--- src/design/route_table_first_match_defines.svh ---
// Assertion macros for the route table block.
// Expects clk and arst_n in the scope of each use.
`ifndef ROUTE_TABLE_FIRST_MATCH_DEFINES_SVH
`define ROUTE_TABLE_FIRST_MATCH_DEFINES_SVH

// holds whenever the condition is seen in the same cycle
`define RTFM_ASSERT_SAME(lbl, ante, cons) \
	lbl: assert property (@(posedge clk) disable iff (!arst_n) (ante) |-> (cons)) \
		else $error("route table check failed");

// holds in the cycle after the condition
`define RTFM_ASSERT_NEXT(lbl, ante, cons) \
	lbl: assert property (@(posedge clk) disable iff (!arst_n) (ante) |=> (cons)) \
		else $error("route table check failed");

`endif

--- src/design/rtfm_pkg.sv ---
// Shared types, codes and the prefix mask function of the route table.
// No dependencies.
package rtfm_pkg;

	typedef enum logic [1:0] {
		MODE_INSERT = 2'd0,
		MODE_REMOVE = 2'd1,
		MODE_LOOKUP = 2'd2,
		MODE_MARK   = 2'd3
	} mode_t;

	typedef enum logic [1:0] {
		ST_OK      = 2'd0,
		ST_NOMATCH = 2'd1,
		ST_FULL    = 2'd2,
		ST_BADIDX  = 2'd3
	} status_t;

	typedef enum logic [2:0] {
		S_IDLE,
		S_INS,
		S_SCAN,
		S_RMW,
		S_DONE
	} state_t;

	localparam logic [2:0] REG_DIRECT = 3'd0;

	typedef struct packed {
		logic [31:0] net;
		logic [5:0]  prefix;
		logic [31:0] gw;
		logic [15:0] distance;
		logic [7:0]  reach;
		logic        dir;
	} entry_t;

	typedef struct packed {
		logic   act;
		mode_t  mode;
		logic   casc;
		logic [5:0] idx;
		logic   found;
		logic [5:0] mi;
		entry_t ent;
	} tok_t;

	function automatic logic [31:0] prefix_mask(input logic [5:0] p);
		logic [31:0] m;
		if (p == 6'd0) begin
			m = 32'd0;
		end else if (p >= 6'd32) begin
			m = 32'hFFFF_FFFF;
		end else begin
			m = ~(32'hFFFF_FFFF >> p);
		end
		return m;
	endfunction

endpackage

--- src/design/rtfm_cell.sv ---
// One table slot of the route table and its stage of the scan chain.
// Depends on rtfm_pkg.
module rtfm_cell import rtfm_pkg::*; #(
	parameter int DEPTH = 64,
	parameter int SLOT  = 0
) (
	input  logic                       clk,
	input  logic                       arst_n,
	input  tok_t                       tok_in,
	output tok_t                       tok_out,
	input  logic [$clog2(DEPTH+1)-1:0] count,
	input  logic [6:0]                 direct_entries,
	input  logic                       wr_en,
	input  logic [$clog2(DEPTH)-1:0]   wr_idx,
	input  entry_t                     wr_data
);
	localparam int IW = $clog2(DEPTH);

	entry_t ent_q;
	tok_t   tok_q;
	tok_t   t;
	logic   zero_reach;
	logic   in_tab;
	logic   is_last;
	logic   is_idx;
	logic   past_direct;

	assign in_tab      = 32'(SLOT) < 32'(count);
	assign is_last     = (32'(SLOT) + 32'd1) == 32'(count);
	assign is_idx      = 32'(tok_in.idx) == 32'(SLOT);
	assign past_direct = 32'(SLOT) >= 32'(direct_entries);

	always_comb begin
		t = tok_in;
		zero_reach = 1'b0;
		if (tok_in.act) begin
			unique case (tok_in.mode)
				MODE_LOOKUP: begin
					if (!tok_in.found && in_tab &&
						ent_q.net == (tok_in.ent.net & prefix_mask(ent_q.prefix))) begin
						t.found = 1'b1;
						t.mi    = 6'(SLOT);
						t.ent   = ent_q;
					end
				end
				MODE_REMOVE: begin
					if (is_last) begin
						t.ent = ent_q;
					end
				end
				MODE_MARK: begin
					if (is_idx) begin
						zero_reach   = 1'b1;
						t.ent.net    = ent_q.net;
						t.ent.prefix = ent_q.prefix;
					end else if (tok_in.casc && in_tab && past_direct &&
						tok_in.ent.net == (ent_q.gw & prefix_mask(tok_in.ent.prefix))) begin
						zero_reach = 1'b1;
					end
				end
				default: begin
				end
			endcase
		end
	end

	always_ff @(posedge clk or negedge arst_n) begin
		if (!arst_n) begin
			tok_q <= '0;
		end else begin
			tok_q <= t;
		end
	end

	always_ff @(posedge clk) begin
		if (wr_en && wr_idx == IW'(SLOT)) begin
			ent_q <= wr_data;
		end else if (zero_reach) begin
			ent_q.reach <= 8'd0;
		end
	end

	assign tok_out = tok_q;

endmodule

--- config.mk ---
export PLATFORM = sky130hd
export DESIGN_NAME = rtfm_cell
export DESIGN_NICKNAME = d
export VERILOG_FILES = /design/src/design/route_table_first_match_defines.svh /design/src/design/rtfm_pkg.sv /design/src/design/rtfm_cell.sv
export SDC_FILE = /design/constraint.sdc
export NUM_CORES = 1
export LEC_CHECK = 0
export BUFFER_PORTS_ARGS = -buffer_cell sky130_fd_sc_hd__buf_4
export CAP_MARGIN = 20
export CORE_ASPECT_RATIO = 1.25
export CORE_MARGIN = 5
export CORE_UTILIZATION = 59
export CTS_CLUSTER_SIZE = 8
export DETAILED_ROUTE_END_ITERATION = 16
export PLACE_DENSITY = 0.88
export SYNTH_ARGS = -nofsm -noshare
export SYNTH_HDL_FRONTEND = slang
export SYNTH_SLANG_ARGS = --single-unit
--- constraint.sdc ---
create_clock -name clk -period 5.8 [get_ports clk]
set_input_delay 0.58 -clock clk [delete_from_list [all_inputs] [get_ports clk]]
set_output_delay 0.58 -clock clk [all_outputs]
set_load 0.01 [all_outputs]
==> impl_summary.md, run 1 <==
Run status
The run finished with clean final reports.

Finish
Cells with a size suffix above 1 make up 29.40% of the layout. Excluding fillers, the count of instances in the completed layout stands at 1910. The net count reported at finish is 1838. Cells fill 75.21% of the core in the end. The signed area change from the synthesized netlist to the final layout is 25.25%.

Synth
In the synthesized netlist the async set-or-reset flop fraction comes to 54.11%. The number of storage elements in the synthesis netlist is 207. The largest family of logic cells by synthesized area is compound AO/OA/AOI/OAI gates. The synthesized netlist devotes 0.3740% of its cell area to adder and majority cells. Ranked by instance count, the synthesized netlist is headed by clkbuf_1, dfrtp_1, o21ai_0. The portion of synthesized area spent on multiplexers is 6.321%. In this run, synthesis inferred 95 flip-flops with an integrated enable. Sorting the synthesized cells by area gives the leading types as edfxtp_1, dfrtp_1, mux2_2, a222oi_1, o21ai_0. The number of different library cells used by synthesis comes to 71.

The synthesized netlist devotes 27.13% of its cell area to compound gates. After Yosys synthesis, and, or, nand and nor cells account for 14.66% of the synthesized area. For this run, the number of Yosys warnings is 0. Summed over its instances, the top area cell type makes up 21.32% of the synthesized netlist area. The average cell area after synthesis is 9.890 um^2. The most instantiated library cell after synthesis is clkbuf_1. The share of synthesized area occupied by flip-flops and latches is 42.26%.

The total standard cell area after synthesis is 13380 um^2. The parity-gate share of the synthesized area counting xor and xnor cells is 2.487%. The cell type contributing the most total cell area after synthesis is edfxtp_1. When the netlist entered floorplanning its net count stood at 1587. Among all flip-flop cells after synthesis, the most frequent one is dfrtp_1. The number of standard cells after synthesis is 1353.

STA
Clock skew on the completed layout was measured at 0.01990 ns. The final hold violation count came to 0. The achievable clock frequency is 218.1 MHz. Setup repair after global routing left no endpoint under its margin. The worst slew slack as a fraction of its limit is 26.23%. The max-slew violation count was 0. The final-report setup violation count is 0. After layout, the worst path uses 79.04% of the clock period. The minimum clock period is 4.584 ns.

The transition time at the pin with the least slew margin is 1.107 ns. The final-layout setup total negative slack is 0 ns.

Critical path
STA puts the critical path data arrival time at 4.98 ns. Tracing the worst setup path back leads to its startpoint at ent_q[62]$_DFFE_PP_. Walking the worst path, the cells encountered are a21oi_1 -> nor2_1 -> a21boi_0 -> a2111oi_1 -> nand4_4 -> or2_2 -> buf_4 -> o311ai_0. On the critical path, the stage with the largest delay is an instance of edfxtp_1.

The class of the most critical setup path is reg2reg. The kind of capture point of the worst setup path is a flip-flop. Of all nets on the critical path, the largest fanout is 57.

In this run the register-to-register setup slack is 1.22 ns. The required time reported for the critical path endpoint is 6.19 ns. STA classifies the critical path startpoint as a flip-flop. For this run, the slowest stage of the critical path takes 1.08 ns. The startpoint identified for the worst register-to-register timing path is ent_q[62]$_DFFE_PP_.

Die
The floorplan has 61 rows. In this run the horizontal extent of the chip is 144.7 um. The initial core utilization is 60.04%. From bottom edge to top edge, the die measures 178.4 um. The die covers 25810 um^2.

After floorplanning, the core was sized to cover 22290 um^2. 342 I/O pins were placed.

Global route
The pin count of the biggest net entering global routing is 95. The total grt overflow is 0. The first-pass GRT wire length is 75570 um. The via count of the first global-routing pass came to 13350. The initial antenna violation count was 0. The all-layer global routing usage is 37.40%.

CTS
The clock tree from TritonCTS is built. The clock latency on the worst-skew pair is 0.54 ns. In this run, CTS created clock tree buffers numbering 29.

The cell sitting at the root of the clock tree is a clkbuf_16. The number of hold buffers added after cts is 0. CTS built an H-tree with a depth of 1. The deepest clock path buffer count is 3. Once the clock tree was built, the resizer swapped 0 gates to a different size. Clock-pin slew was measured on the worst setup and hold paths at 0.05 ns. After clock tree synthesis, the setup repair step added 0 buffers. The clock net sink count is 207.

Routing
The DRC violations left is 0. The final route contains 13520 vias. The number of detailed-route iterations in the first pass is 7. The remaining antenna violation count after routing is 0. The highest layer touched by signal routing is met4.

The detailed router finished its first iteration with 1606 violations. In the final routing, the length of wire on met1 measures 16930 um. Wire segments on met3 add up to 5117 um in the final route.

The met2 wire length is 25160 um. The routed design has 49880 um of wire. After detailed routing, the number of vias per cell comes to 7.079. The routed wire length per instance is 26.11 um.

Pwr
The cell leakage power is 6.748 nW. Power comes to 0.003951 W. The total power per unit cell area is 235.7 nW/um^2. The worst supply voltage drop on vdd is 267.2 uV.

Place
The number of placed instances with taps included is 1854. In this run the tool buffered the top-level ports with 341 buffer cells. The congestion estimate from routability-driven global placement came to 0.9407. The placed wire-length estimate is 33120 um.

Flow run
The tool flagged a number of max-cap violations equal to 0.

Min path
In this run the worst hold path is classified as in2async.
-- cells in the final DEF, fill, tap and decap left out, types with 7 or more instances in the layout --
cell type	synthesis	final
a21boi_0	10	10
a21oi_1	13	13
a221o_1	36	36
a222oi_1	58	58
a22o_1	57	57
and2_1	68	68
and3_1	7	7
buf_4	8	360
clkbuf_1	116	24
clkbuf_16	0	29
dfrtp_1	112	112
edfxtp_1	95	95
inv_1	76	76
mux2_2	68	68
mux2i_1	8	8
nand2_1	23	22
nand2b_1	11	10
nand3_1	10	9
nand4_1	10	10
nor2_1	90	89
nor2b_1	12	11
nor3_1	43	43
nor4_1	14	13
nor4b_1	38	38
o21a_1	9	9
o21ai_0	100	100
o22ai_1	39	39
o311ai_0	12	12
o311ai_1	52	52
o31a_1	39	39
xnor2_1	24	24
xor2_1	14	14
-- power by group --
part           leakage (nW)  internal (W)  switching, W
sequential             2.13       0.00162     0.0000373
combinational          4.24      0.000372      0.000366
clock                 0.386      0.000930      0.000625
total                  6.75       0.00292       0.00103
-- registers in the layout, summed over array words and instances, names as in the netlist --
name	count
tok_out	112
ent_q	95
-- layout make-up --
type / instances / area (um^2)
Antenna cell: 1 / 2.502
Multi-Input combinational cell: 928 / 6898
Clock buffer: 53 / 815.8
Timing Repair Buffer: 362 / 2750
Fill cell: 1520 / 5525
Sequential cell: 207 / 5655
Tap cell: 283 / 354.1
Inverter: 76 / 285.3
-- final timing paths --
check                                         end  cells past startpoint
min in group clk           tok_out[102]$_DFF_PN0_                      1
hold reg to reg              tok_out[9]$_DFF_PN0_                      2
setup / recovery             tok_out[5]$_DFF_PN0_                      8
hold / removal             tok_out[103]$_DFF_PN0_                      1
max in group asynchronous   tok_out[12]$_DFF_PN0_                      2
setup reg to reg             tok_out[5]$_DFF_PN0_                      8
-- worst max-delay path, delay by kind of cell, from the launching register on --
| kind | cells | cell delay [ns] |
|---|---|---|
| simple gates | 3 | 1.58 |
| buf+inv | 1 | 0.33 |
| compound gates | 4 | 1.41 |
| flops | 1 | 1.08 |
-- stage by stage --
| step | hold WS [ns] | setup WS, ns | area (um^2) |
|---|---|---|---|
| detailed placement | 0.5740 | 1.410 | 15900 |
| CTS | 0.1069 | 1.357 | 16710 |
| finish | 0.08583 | 1.216 | 16760 |
| floorplan | 0.2844 | 0.7661 | 13400 |
| global placement | 0.5675 | 1.508 | 15900 |
| global route | 0.1346 | 1.020 | 16760 |
-- logic make-up after synthesis --
| group | Yosys count |
|---|---|
| compound gates | 463 |
| xor+xnor | 38 |
| fa+ha+maj | 4 |
| buf+inv | 218 |
| flops | 207 |
| mux | 76 |
| simple gates | 347 |
-- layer usage --
| metal | global-route usage, % | up-vias |
|---|---|---|
| li1 | - | 5822 |
| met1 | 46.27 | 6492 |
| met2 | 64.08 | 1014 |
| met3 | 6.034 | 192 |
| met4 | 16.68 | 0 |
| met5 | 0 | - |
No activity file was read; power rests on OpenSTA's default activity.
==> run 2, diff against run 1 <==
- CORE_UTILIZATION: 59 -> 49
- PLACE_DENSITY: 0.88 -> 0.78
- clock period: 5.8 -> 3.9 ns (I/O delays scaled with it)
==> run 2 against run 1 <==
Net effect:
- final cell count increased by 4.5%
- cell area increased by 2.2%
- hold slack got worse by 0.074 ns
- clock power increased by 49%
- total power increased by 49%
- combinational power increased by 50%
- via count decreased by 2.1%
- critical path type unchanged
==> impl_summary.md, run 2 (synthesis gave the netlist of run 1 again) <==
Run status
The run finished with clean final reports.

STA
The final hold violation count is 0 (unchanged). The largest clock skew in the final design was 0.01088 ns (-0.009017 ns). The final-report setup violation count is 0 (unchanged). The worst slew slack as a fraction of its limit came to 30.57% (+4.3 points).

The transition time at the pin with the least slew margin is 1.041 ns (-0.06518 ns). Setup repair after global routing left no endpoint under its margin. The minimum clock period came to 3.679 ns (-0.9053 ns). The worst hold slack across all endpoints is 0.01168 ns (-0.07415 ns). The achievable clock frequency is 271.8 MHz (+25%). The max-slew violation count is 0 (unchanged). The share of the clock period used by the worst path after layout is 94.33% (+15 points).

Routing
The number of detailed-route iterations in the first pass is 6 (-1). The initial detailed-routing violation count is 1531 (-4.7%). The total routed wirelength came to 51030 um (+2.3%). The routed wire length per instance is 25.58 um (-2.1%).

The overall via count from detail_route was 13240 (-2.1%). The post-detailed-route via-to-cell ratio is 6.635 (-6.3%). The DRC violations left is 0 (unchanged). The remaining antenna violation count after routing came to 0 (unchanged).

Die
The area of the core is 26910 um^2 (+21%). The initial core utilization is 49.73% (-10 points). The total die area is 30740 um^2 (+19%).

The number of cell rows is 67 (+9.8%). The vertical die dimension was 194.8 um (+9.2%). The horizontal die dimension was 157.8 um (+9.1%). The number of top-level pins is 342 (unchanged).

Critical path
The launch point of the worst reg-to-reg path is ent_q[61]$_DFFE_PP_. The maximum fanout along the worst path came to 49 (-14%). The kind of capture point of the worst setup path is a flip-flop. The required time reported for the critical path endpoint is 4.28 ns (-1.91 ns).

The data arrival time of the critical path is 4.06 ns (-0.92 ns). The worst-case register-to-register setup slack came to 0.22 ns (-0.99 ns). The worst setup path is launched from a flip-flop. The worst setup path startpoint is ent_q[61]$_DFFE_PP_.

The worst setup path is of the reg2reg kind.

Global route
The total grt overflow is 0 (unchanged). The pin count of the biggest net entering global routing was 135 (+42%). The first-pass GRT wire length is 76740 um (+1.6%). The via count of the first global-routing pass is 13160 (-1.4%). The all-layer global routing usage is 31.58% (-5.8 points). The initial antenna violation count was 0 (unchanged).

CTS
The number of H-tree levels is 1 (unchanged). The cell at the root of the clock tree is clkbuf_16. The clock net sink count was 207 (unchanged). The clock latency on the worst-skew pair is 0.55 ns (about the same). The clock tree from TritonCTS is built. The TritonCTS buffer count is 29 (unchanged). The clock transition at the registers of the reported paths is 0.05 ns (about the same). The buffers inserted during post-CTS setup optimization came to 0 (unchanged). The deepest clock path buffer count is 3 (unchanged).

Finish
The antenna diode count was 0 (-1). The number of flip-flops in the largest register is 112 (unchanged). The area growth from synthesis to layout is 28.01%. The number of filler cells placed in the layout is 2188 (+44%).

In the layout the commonest cells are buf_4, dfrtp_1, o21ai_0. The leading cell type in the layout, fill and taps excluded is buf_4. The proportion of layout cells with a drive suffix above 1 was 29.88% (+0.48 points). The number of standard cells in the layout, taps in and fillers out is 1995 (+4.5%).

The net count reported at finish is 1865 (+1.5%). The area of all placed cells without fillers is 17130 um^2 (+2.2%). The utilization after layout is 63.66% (-12 points).

Pwr
The total power per unit cell area was 343.9 nW/um^2 (+46%). The cell leakage power is 6.882 nW (+2.0%). The clock share of power came to 39.2% (about the same). The worst supply voltage drop on vdd is 324.5 uV (+21%). The internal power summed over all cells came to 0.004348 W (+49%). The power share of the combinational group is 18.9% (+0.2 points). The switching part of the total power is 26.19% (+0.16 points). The part of the power in registers came to 41.8% (-0.2 points).

The reported net switching power is 0.001543 W (+50%). The total power consumption of the routed design came to 0.005890 W (+49%).

Place
The count of input and output buffers is 341 (unchanged). The number of placed instances with taps included is 1929 (+4.0%). The placed wire-length estimate was 34510 um (+4.2%). The instance area at placement was 16150 um^2 (+1.6%). The placer congestion estimate is 0.9779 (+4.0%).

Min path
The worst hold path begins at wr_data[34]. The path class of the tightest hold or removal check is in2reg.

Flow run
The total of max-cap violations was 0 (unchanged).
## run 2: changes by cell type in the layout (fill, tap and decap cells not counted), moves of 4 or more
cell / before / now
buf_12: 1 / 6
buf_4: 360 / 367
clkbuf_1: 24 / 20
dlygate4sd3_1: 0 / 16
## run 2: metal layers
layer	wire length, um	part of all wire, %	global-route usage, %	vias to the layer above
met5	0	0	0	-
met4	2441	4.8	13.99	0
met3	4764	9.3	5.050	148
met2	25070	49	52.79	828
met1	18750	37	40.05	6408
li1	-	-	-	5853
## run 2: power groups by stage
stage,clock network (W),registers (W),logic [W]
after global routing,0.00244,0.00247,0.00119
after floorplan,0,0.00255,0.000457
after global placement,0,0.00250,0.00106
after CTS,0.00233,0.00246,0.00111
final,0.00231,0.00246,0.00111
after detailed placement,0,0.00250,0.00109
## run 2: area by class of cell
| cell class | instances | area [um^2] | share of cell area [%] |
|---|---|---|---|
| clock buffer | 49 | 800.8 | 4.675 |
| clock inverter | 1 | 8.758 | 0.05113 |
| sequential | 207 | 5655 | 33.01 |
| inverter | 76 | 285.3 | 1.665 |
| multi-input combinational | 928 | 6913 | 40.35 |
| timing repair buffer | 389 | 3035 | 17.72 |
| tap | 345 | 431.7 | 2.520 |
## run 2: worst max-delay path, cell delays in order (launching register included)
cell	delay, ns
edfxtp_1	0.51
buf_4	0.26
nor2_2	0.27
a21boi_0	0.20
xor2_1	0.21
nor4_1	0.53
buf_4	0.24
nand4_4	0.16
or2_2	0.38
buf_12	0.21
o311ai_0	0.53
## run 2: per-stage QoR
step | setup TNS, ns | worst slack, ns
floorplan | -46.91 | -0.7481
detailed placement | 0 | 0.2868
global route | 0 | 0.1703
global placement | 0 | 0.1635
finish | 0 | 0.2210
CTS | 0 | 0.1634
## run 2: what timing repair did
item	CTS	global route
endpoints found under the hold margin	46	5
resized for setup	0	2
endpoints found under the setup margin	0	6
hold buffers	11	5
## run 2: path summary, 6_finish.rpt
path	endpoint	cells after the start
hold / removal	ent_q[34]$_DFFE_PP_	1
max in group asynchronous	tok_out[81]$_DFF_PN0_	3
min in group asynchronous	tok_out[21]$_DFF_PN0_	2
hold reg to reg	tok_out[19]$_DFF_PN0_	2
setup reg to reg	tok_out[5]$_DFF_PN0_	10
setup / recovery	tok_out[5]$_DFF_PN0_	10
==> run 3, diff against run 2 <==
- CORE_ASPECT_RATIO: 1.25 -> 1.5
==> run 3 against run 2 <==
Net effect:
- cell area is 2.7% higher
- critical path depth is 2 lower
- sequential power hardly changed
- via count is 2.1% higher
- sequential cell count stayed put
- core utilization is 1.2 points higher
- die area is 0.15% higher
- count of clock-buffer cells in the layout is 4 higher
==> impl_summary.md, run 3 (synthesis gave the netlist of run 1 again) <==
CTS
The clock net sink count is 207 (unchanged). The deepest clock path buffer count came to 3 (unchanged). The clock transition at the registers of the reported paths is 0.05 ns (about the same).

The TritonCTS buffer count was 29 (unchanged). TritonCTS built the clock tree. The number of H-tree levels is 1 (unchanged). The root buffer cell chosen for the clock tree is clkbuf_16. The clock latency on the worst-skew pair came to 0.57 ns (+0.02 ns). The post-cts gate resize count is 0 (unchanged).

Die
The vertical die dimension is 212.4 um (+9.1%). The total die area is 30780 um^2 (+0.15%). The horizontal die dimension is 144.9 um (-8.2%). The number of top-level pins was 342 (unchanged). The number of cell rows was 74 (+10%). The initial core utilization was 49.33% (-0.40 points). The area of the core is 27130 um^2 (+0.81%).

STA
The final-report setup violation count is 0 (unchanged). The final hold violation count is 0 (unchanged). The largest clock skew in the final design is 0.02970 ns (+0.01882 ns). Setup repair after global routing left no endpoint under its margin. The transition time at the pin with the least slew margin came to 0.8365 ns (-0.2049 ns).

The minimum clock period is 3.521 ns (-0.1582 ns). The worst slew slack as a fraction of its limit is 44.23% (+14 points). The share of the clock period used by the worst path after layout is 90.28% (-4.1 points). The achievable clock frequency came to 284.0 MHz (+4.5%). The max-slew violation count is 0 (unchanged). The final-layout setup total negative slack is 0 ns (unchanged).

Critical path
On the critical path the largest part of the delay comes from compound AO/OA/AOI/OAI gates. Walking the worst path, the cells encountered are o21ai_0 -> a222oi_1 -> nand4_1 -> a2111oi_2 -> nand4_4 -> or3_2 -> buf_12 -> o311ai_1. The data arrival time of the critical path came to 3.93 ns (-0.13 ns). The required time reported for the critical path endpoint is 4.31 ns (+0.03 ns). The buffering stage count on the worst path with inverters included is 1 (-2).

The maximum fanout along the worst path came to 57 (+16%). The critical path startpoint category is a flip-flop. The class of the most critical setup path is reg2reg. The stage delay of the slowest cell on the critical path is 0.83 ns (+0.30 ns). The worst setup path is captured at a flip-flop. The cell with the largest stage delay on the worst path is edfxtp_1.

Finish
The area growth from synthesis to layout is 31.41%. The number of filler cells placed in the layout is 2114 (-3.4%). In the layout the commonest cells are buf_4, dfrtp_1, o21ai_0.

The net count reported at finish is 1909 (+2.4%). The leading cell type in the layout, fill and taps excluded is buf_4. The area of the multi-input gates was 6903 um^2 (-0.14%). The register area came to 5655 um^2 (unchanged).

The area of all placed cells without fillers came to 17580 um^2 (+2.7%). The number of flip-flops in the largest register is 112 (unchanged). The proportion of layout cells with a drive suffix above 1 is 28.98% (-0.90 points).

Routing
The number of detailed-route iterations in the first pass is 8 (+2). The DRC violations left is 0 (unchanged). The post-detailed-route via-to-cell ratio is 6.616 (-0.29%). The total routed wirelength came to 51530 um (+0.99%). The remaining antenna violation count after routing is 0 (unchanged). The overall via count from detail_route was 13510 (+2.1%). The initial detailed-routing violation count came to 1415 (-7.6%). The routed wire length per instance came to 25.24 um (-1.3%).

Global route
The initial antenna violation count is 2 (+2). The first-pass GRT wire length is 78030 um (+1.7%). The pin count of the biggest net entering global routing is 75 (-44%). The via count of the first global-routing pass is 13470 (+2.3%). The total grt overflow is 0 (unchanged). The all-layer global routing usage is 31.64% (+0.061 points).

Pwr
The cell leakage power came to 7.075 nW (+2.8%). The total power per unit cell area is 339.0 nW/um^2 (-1.4%). The worst supply voltage drop on vdd came to 349.4 uV (+7.7%).

Place
The instance area at placement is 16170 um^2 (+0.13%). The count of input and output buffers was 341 (unchanged). The placed wire-length estimate came to 34550 um (+0.14%). The placer congestion estimate is 0.9825 (+0.47%).

Flow run
The total of max-cap violations came to 0 (unchanged).

Min path
The tightest min-delay check is of the in2reg type.

Run status
The flow ran to the end, and the final reports show no timing, DRC or antenna violations.
[run 3: cell types whose count changed in the layout (fill, tap and decap cells not counted)]
cell	change
nor3_1	+1
buf_4	+1
nand2b_2	-1
nor3_2	-1
clkbuf_1	+4
nand2b_1	+1
diode_2	+2
nor2_1	+1
buf_12	+1
nor2_2	-1
dlygate4sd3_1	+42
[run 3: final timing paths]
kind	start	end	slack, ns	cells past startpoint
worst max-delay path	ent_q[62]$_DFFE_PP_	tok_out[55]$_DFF_PN0_	0.38	8
worst min-delay path	tok_in[111]	tok_out[111]$_DFF_PN0_	0.02	1
worst max register to register	ent_q[62]$_DFFE_PP_	tok_out[55]$_DFF_PN0_	0.38	8
worst min register to register	ent_q[12]$_DFFE_PP_	tok_out[12]$_DFF_PN0_	0.58	2
max in group asynchronous	arst_n	tok_out[7]$_DFF_PN0_	2.59	3
min in group asynchronous	arst_n	tok_out[10]$_DFF_PN0_	0.49	2
[run 3: area by class of cell]
class / count / area share (%)
antenna: 2 / 0.02846
clock buffer: 53 / 4.639
clock inverter: 1 / 0.04981
inverter: 76 / 1.622
multi-input combinational: 928 / 39.26
sequential: 207 / 32.16
tap: 342 / 2.433
timing repair buffer: 433 / 19.81
[run 3: metrics by stage]
stage                     setup WS (ns)  instances  utilization, %  hold slack (ns)  power, W
after global routing             0.1675       2042           64.82         0.002542  0.006183
after CTS                        0.4435       2038           64.73        0.0002688  0.005976
final                            0.3792       2042           64.82          0.01777  0.005961
after detailed placement         0.4881       1928           59.62           0.5095  0.003589
after global placement           0.5468       1928           59.62           0.5095  0.003566
after floorplan                 -0.7481       1353               -          0.09441  0.003006
[run 3: power breakdown]
group / internal, W / total [W] / switching [W]
registers: 0.00241 / 0.00246 / 0.0000541
clock network: 0.00139 / 0.00234 / 0.000957
logic: 0.000596 / 0.00115 / 0.000557
[run 3: what timing repair did]
item | in CTS | in global routing
hold endpoints to repair | 108 | 2
buffers inserted | 0 | 0
hold buffers | 56 | 2
[run 3: routing by layer]
| layer | GRT usage [%] | wire length (um) | vias to the layer above |
|---|---|---|---|
| met1 | 36.57 | 17730 | 6491 |
| met4 | 17.19 | 3100 | 0 |
| met3 | 5.373 | 4397 | 196 |
| met5 | 0 | 0 | - |
| met2 | 55.89 | 26310 | 845 |
| li1 | - | - | 5977 |
